<file path="config.mk">
export PLATFORM = sky130hd
export DESIGN_NAME = sssp_ram
export DESIGN_NICKNAME = d
export VERILOG_FILES = /design/src/design/sssp_ram.sv
export SDC_FILE = /design/constraint.sdc
export NUM_CORES = 1
export LEC_CHECK = 0
export BUFFER_PORTS_ARGS = -buffer_cell sky130_fd_sc_hd__buf_2
export CAP_MARGIN = 20
export CORE_ASPECT_RATIO = 0.6
export CORE_MARGIN = 2
export CORE_UTILIZATION = 45
export DETAILED_ROUTE_END_ITERATION = 8
export SLEW_MARGIN = 20
export SYNTH_ARGS = -nofsm -noshare
export SYNTH_HDL_FRONTEND = slang
export SYNTH_SLANG_ARGS = --single-unit
</file>
<file path="constraint.sdc">
create_clock -name aclk -period 3.1 [get_ports aclk]
set_clock_uncertainty 0.15 [all_clocks]
set_input_delay 0.31 -clock aclk [delete_from_list [all_inputs] [get_ports aclk]]
set_output_delay 0.31 -clock aclk [all_outputs]
set_load 0.01 [all_outputs]
</file>
<file path="src/design/sssp_ram.sv">
`timescale 1ns / 1ps
// ----------------------------------------------------------------------------
// sssp_ram
// simple dual port ram, one write and one registered read per cycle
// ----------------------------------------------------------------------------
module sssp_ram #(
    parameter int DEPTH = 64,
    parameter int WIDTH = 8
) (
    input  logic                     aclk,
    input  logic                     we,
    input  logic [$clog2(DEPTH)-1:0] waddr,
    input  logic [WIDTH-1:0]         wdata,
    input  logic                     re,
    input  logic [$clog2(DEPTH)-1:0] raddr,
    output logic [WIDTH-1:0]         rdata
);

    logic [WIDTH-1:0] mem [DEPTH];
    logic [WIDTH-1:0] rdata_reg;

    always_ff @(posedge aclk) begin
        if (we) begin
            mem[waddr] <= wdata;
        end
    end

    // read data holds while no read is issued
    always_ff @(posedge aclk) begin
        if (re) begin
            rdata_reg <= mem[raddr];
        end
    end

    assign rdata = rdata_reg;

endmodule

</file>
## Yosys cells after proc, flatten, opt, wreduce, memory -nomap -nowiden

Memories as Yosys holds them, arrays and structs flattened. A register that Yosys moved wholly into a read port is not among the register bits.
Cells that the tools add are included.
Widths: inputs -> output; s select.

| operators by class | value |
|---|---|
| add/subtract/negate cells | 0 |
| multiply operators | 0 |
| divide/modulo/power cells | 0 |
| $lt $le $gt $ge | 0 |
| equality and inequality tests | 0 |
| shift-type cells | 0 |
| muxes and demuxes | 2 |
| bitwise gates (word level) | 0 |
| reduce and logical (&&, ||, !) cells | 0 |

Operators by type and width:

| operator | count |
|---|---|
| $mux 1 | 2 |

| word-level totals | value |
|---|---|
| register bits | 0 |
| bits in latches | 0 |
| memory bits (writable) | 512 |
| bits in read-only memories | 0 |
| output and inout bits | 8 |
| memories | 1 |

Memory list:

| memory | depth | width | rd ports | clocked after memory_dff | wr ports | line | text |
|---|---|---|---|---|---|---|---|
| mem | 64 | 8 | 1 | 1 | 1 | 19 | `logic [WIDTH-1:0] mem [DEPTH];` |

## Longest topological paths before layout

| depth | value |
|---|---|
| depth after elaboration | 2 |
| gate-level depth with buffers | 9 |
| mapped depth without buffers | 5 |

## Least setup slack after synthesis

Ideal clock, no wire load.

| timing | value |
|---|---|
| kind | input-to-reg |
| start | input raddr[1] |
| end | register rdata_reg[3] (netlist: rdata[3]), read port of mem (data pin) |
| setup time | 0.266 ns |
| data arrival time | 1.850 ns |
| setup slack | 0.834 ns |
| cell stages on the path | 7 |
| path buffers | 3 |
| cells stage by stage | buf_4 > buf_2 > buf_2 > mux4_2 > mux4_2 > o21ai_1 > o41ai_1 |

RTL lines:

| element | line | text |
|---|---|---|
| start, declared | 15 | `input logic [$clog2(DEPTH)-1:0] raddr,` |
| end, declared | 20 | `logic [WIDTH-1:0] rdata_reg;` |

==> results.env <==
WORST_SKEW_PAIR.LATE_LATENCY_NS=0.57
GRT_START_MAX_NET_PINS=55
WORST_HOLD_STARTPOINT='wdata[2]'
PLACE.PORT_BUFFERS=30
DRT_PASS1_ITERATIONS=5
LAYOUT_WORST_PATH_CYCLE_SHARE_PCT=76.2
SLEW_HEADROOM_PCT=31.6
GRT_PASS1_WL_UM=69800
GR-TOTAL-OVERFLOW=0
AGGREGATE_GLOBAL_ROUTE_RESOURCE_USAGE_PCT=20.8
WORSTMARGINPINSLEW_NS=1.03
DESIGN.CORE.AREA_SQ_UM=44600
CTS.SINK_COUNT=520
CAP_VIOLATIONS=0
ROUTE.FINAL.WIRE_LENGTH_UM=47500
FLOORPLAN.DIE.WIDTH_UM=278
RSZ_0062_RAISED_AFTER_GLOBAL_ROUTING='no'
FMAX_MHz=423
FINAL_NUMBER_OF_HOLD_VIOLATING_ENDPOINTS=0
MAXIMUM_CLOCK_PATH_BUFFER_COUNT=3
CRITICAL_PATH.STARTPOINT='mem[29][6]'
DP_HPWL_UM=30900
NUMBER_OF_FLIP_FLOPS_IN_THE_LARGEST_REGISTER=512
YS_SEQ_ELEMENTS=520
TIMING.FINAL.SETUP_VIOLATIONS=0
DRT_FIRST_ITER_VIOLATIONS=1429
TIMING_MAX_TRANSITION_VIOLATIONS_FINAL=0
FINAL_ANTENNA_NET_COUNT=0
WORST_EP_ARRIVAL_TIME_NS=2.51
TIMING.FINAL.CRIT_PERIOD_NS=2.36
POST_SYNTH_MAIN_AREA_CONTRIBUTORS='sky130_fd_sc_hd__edfxtp_1 (77%), sky130_fd_sc_hd__mux4_2 (14%), sky130_fd_sc_hd__nor2_1 (1.5%)'
SYNTHCELLS=940
LAYOUT-DRIVE-GT1-SHARE_PCT=31.4
AREA_OCCUPIED_BY_MULTI_INPUT_GATES_SQ_UM=4320
SETUP.WORST_PATH.END='rdata[6]'
ANTENNA_FOUND_INITIAL=3
WORST-ENDPOINT-REQUIRED_NS=3.25
PLACE_WS_NS=0.303
IO-PIN-COUNT=31
FILL_COUNT=3474
SETUP.REG_TO_REG.WORST_SLACK_NS=0.74
CHIP_HEIGHT_UM=168
NUMCTSBUFFERS=47
NUMBER_OF_GLOBAL_ROUTE_VIAS_BEFORE_REPAIR=10000
LAYOUT.AREA.SEQ_SQ_UM=15600
SYNTH_TOP_AREA_SHARE_PCT=77.1
NETLIST_AREA_SQ_UM=20200
SYNTH.YOSYS.SEQ_AREA_SHARE_PCT=77.1
VIAS=9994
FLOORPLAN.INITIALDENSITY_PCT=45.4
CTS.HTREE.LEVELS=2
COMMONEST_NON_FILL_NON_TAP_CELLS_IN_THE_LAYOUT='sky130_fd_sc_hd__edfxtp_1 (520), sky130_fd_sc_hd__mux4_2 (126), sky130_fd_sc_hd__buf_4 (109), sky130_fd_sc_hd__nor2_1 (83), sky130_fd_sc_hd__clkbuf_16 (49)'
CRIT-REG2REG-LAUNCH='mem[29][6]'
IRDROPWORSTVDD_V=0.000337
NUM_ROWS=60
SYNTH_EDF_COUNT=520
GPL.FINAL_WEIGHTED_CONGESTION=0.834
AREA_GROWTH_PCT=15.5
SYN_AVG_CELL_AREA_SQ_UM=21.5
STATUS='complete, no violations'
CRITICALPATHCATEGORY='flop to flop'
POST_ROUTE_TOTAL_POWER_mW=14.7
YOSYSWARNINGS=0
CRIT_PATH_END_KIND='flop'
REG2REGPATHDEPTH=5
CLOCK_TREE_FROM_TRITONCTS='yes'
VIAS_PER_CELL=5.84
CRIT_FANOUT=1
NUMPLACEDINSTANCES=1620
POSTCTSSETUPBUFFERS=0
MIN-DELAY-PATH-CLASS='input port to flop'
DETAIL_ROUTE.DRC_VIOLATIONS=0
SYNTH_CELL_TYPE_COUNT=39
FINALSETUPTNS_NS=0
YS_ASYNC_SR_FRACTION_PCT=0
LAYOUT.CELLS.MOST_COMMON='sky130_fd_sc_hd__edfxtp_1'
SETUP_SLACK_NS=0.737
POSTSYNTHNETCOUNT=963
POWER.DENSITY_CELL_AREA_nW_PER_UM2=630
R2R_END='rdata[6]'
FINALNETCOUNT=1105
CLKTRANSATPATHREGS_NS=0.06
LAYOUT.CELLS.NON_FILLER=1710
CLOCK-ROOT-BUFFER='sky130_fd_sc_hd__clkbuf_16'
POWER.STATIC_LEAKAGE_nW=7.48
WL_PER_CELL_UM=27.8
SYNTH-MAIN-FF-CELL='sky130_fd_sc_hd__edfxtp_1'
STARTPOINT_TYPE='flop'
FP.DIEAREA_SQ_UM=46800
SYNTHDOMINANTAREACELLTYPE='sky130_fd_sc_hd__edfxtp_1'
[through the flow]
step | hold WS [ns] | util (%) | area (sq um)
3_5_place_dp | 0.559 | 48.7 | 21700
5_1_grt | 0.0670 | 52.4 | 23400
3_3_place_gp | 0.553 | 48.7 | 21700
4_1_cts | 0.0528 | 52.4 | 23400
6_report | 0.0718 | 52.4 | 23400
2_1_floorplan | 0.259 | - | 20200
[worst min-delay path by stage]
| stage | endpoint | slack, ns | depth (start not counted) |
|---|---|---|---|
| 2_1_floorplan | mem[0][0] | 0.26 | 0 |
| 3_3_place_gp | mem[3][5] | 0.55 | 1 |
| 3_5_place_dp | rdata[6] | 0.56 | 1 |
| 4_1_cts | mem[42][2] | 0.05 | 1 |
| 5_1_grt | mem[37][2] | 0.07 | 1 |
| 6_report | mem[37][2] | 0.07 | 1 |
[where the power goes]
group	switching [mW]	leakage [nW]	total [mW]	internal (mW)
clock	2.51	0.787	6.15	3.64
sequential	0.0208	4.69	7.82	7.79
combinational	0.463	2.01	0.761	0.298
[cells in the mapped netlist (all sizes together), types with 7 or more instances]
master	instances
nor2	83
o221ai	8
nor3	7
buf	34
nor2b	14
mux2i	23
clkbuf	17
o22ai	8
mux4	126
nand3	13
nand2	19
nand2b	7
edfxtp	520
mux2	13
[layer usage]
layer | GRT usage, % | up-vias | wire length [um]
met5 | 0 | - | 0
met4 | 5.36 | 0 | 1100
met3 | 5.70 | 85 | 4820
met2 | 28.7 | 438 | 19900
met1 | 32.7 | 5249 | 21700
li1 | - | 4222 | -
[cells by family after synthesis]
kind of cell	count (synthesis)	synth area share [%]
DFF	520	77.1
buffers and inverters	51	1.56
AOI/OAI and AO/OA	54	2.06
and+or+nand+nor	153	3.37
muxes	162	15.9
[layout make-up]
type                       count  area share [%]
clock inverter                27            1.54
timing repair buffer         144            4.65
clock buffer                  60            5.42
tap                          589            3.15
multi-input combinational    369            18.5
sequential                   520            66.8
antenna                        1          0.0107
[worst max-delay path: stages (launching register included)]
cell                       delay [ns]
sky130_fd_sc_hd__edfxtp_1        0.37
sky130_fd_sc_hd__mux4_2          0.48
sky130_fd_sc_hd__mux2_2          0.31
sky130_fd_sc_hd__o221a_2         0.30
sky130_fd_sc_hd__nor3_1          0.34
sky130_fd_sc_hd__o32ai_1         0.15
[timing repair]
action                                 in CTS  in global routing
hold buffers                                2                  0
resized for setup                           0                  0
endpoints found under the hold margin      18                  0
No activity file was read; power rests on OpenSTA's default activity.
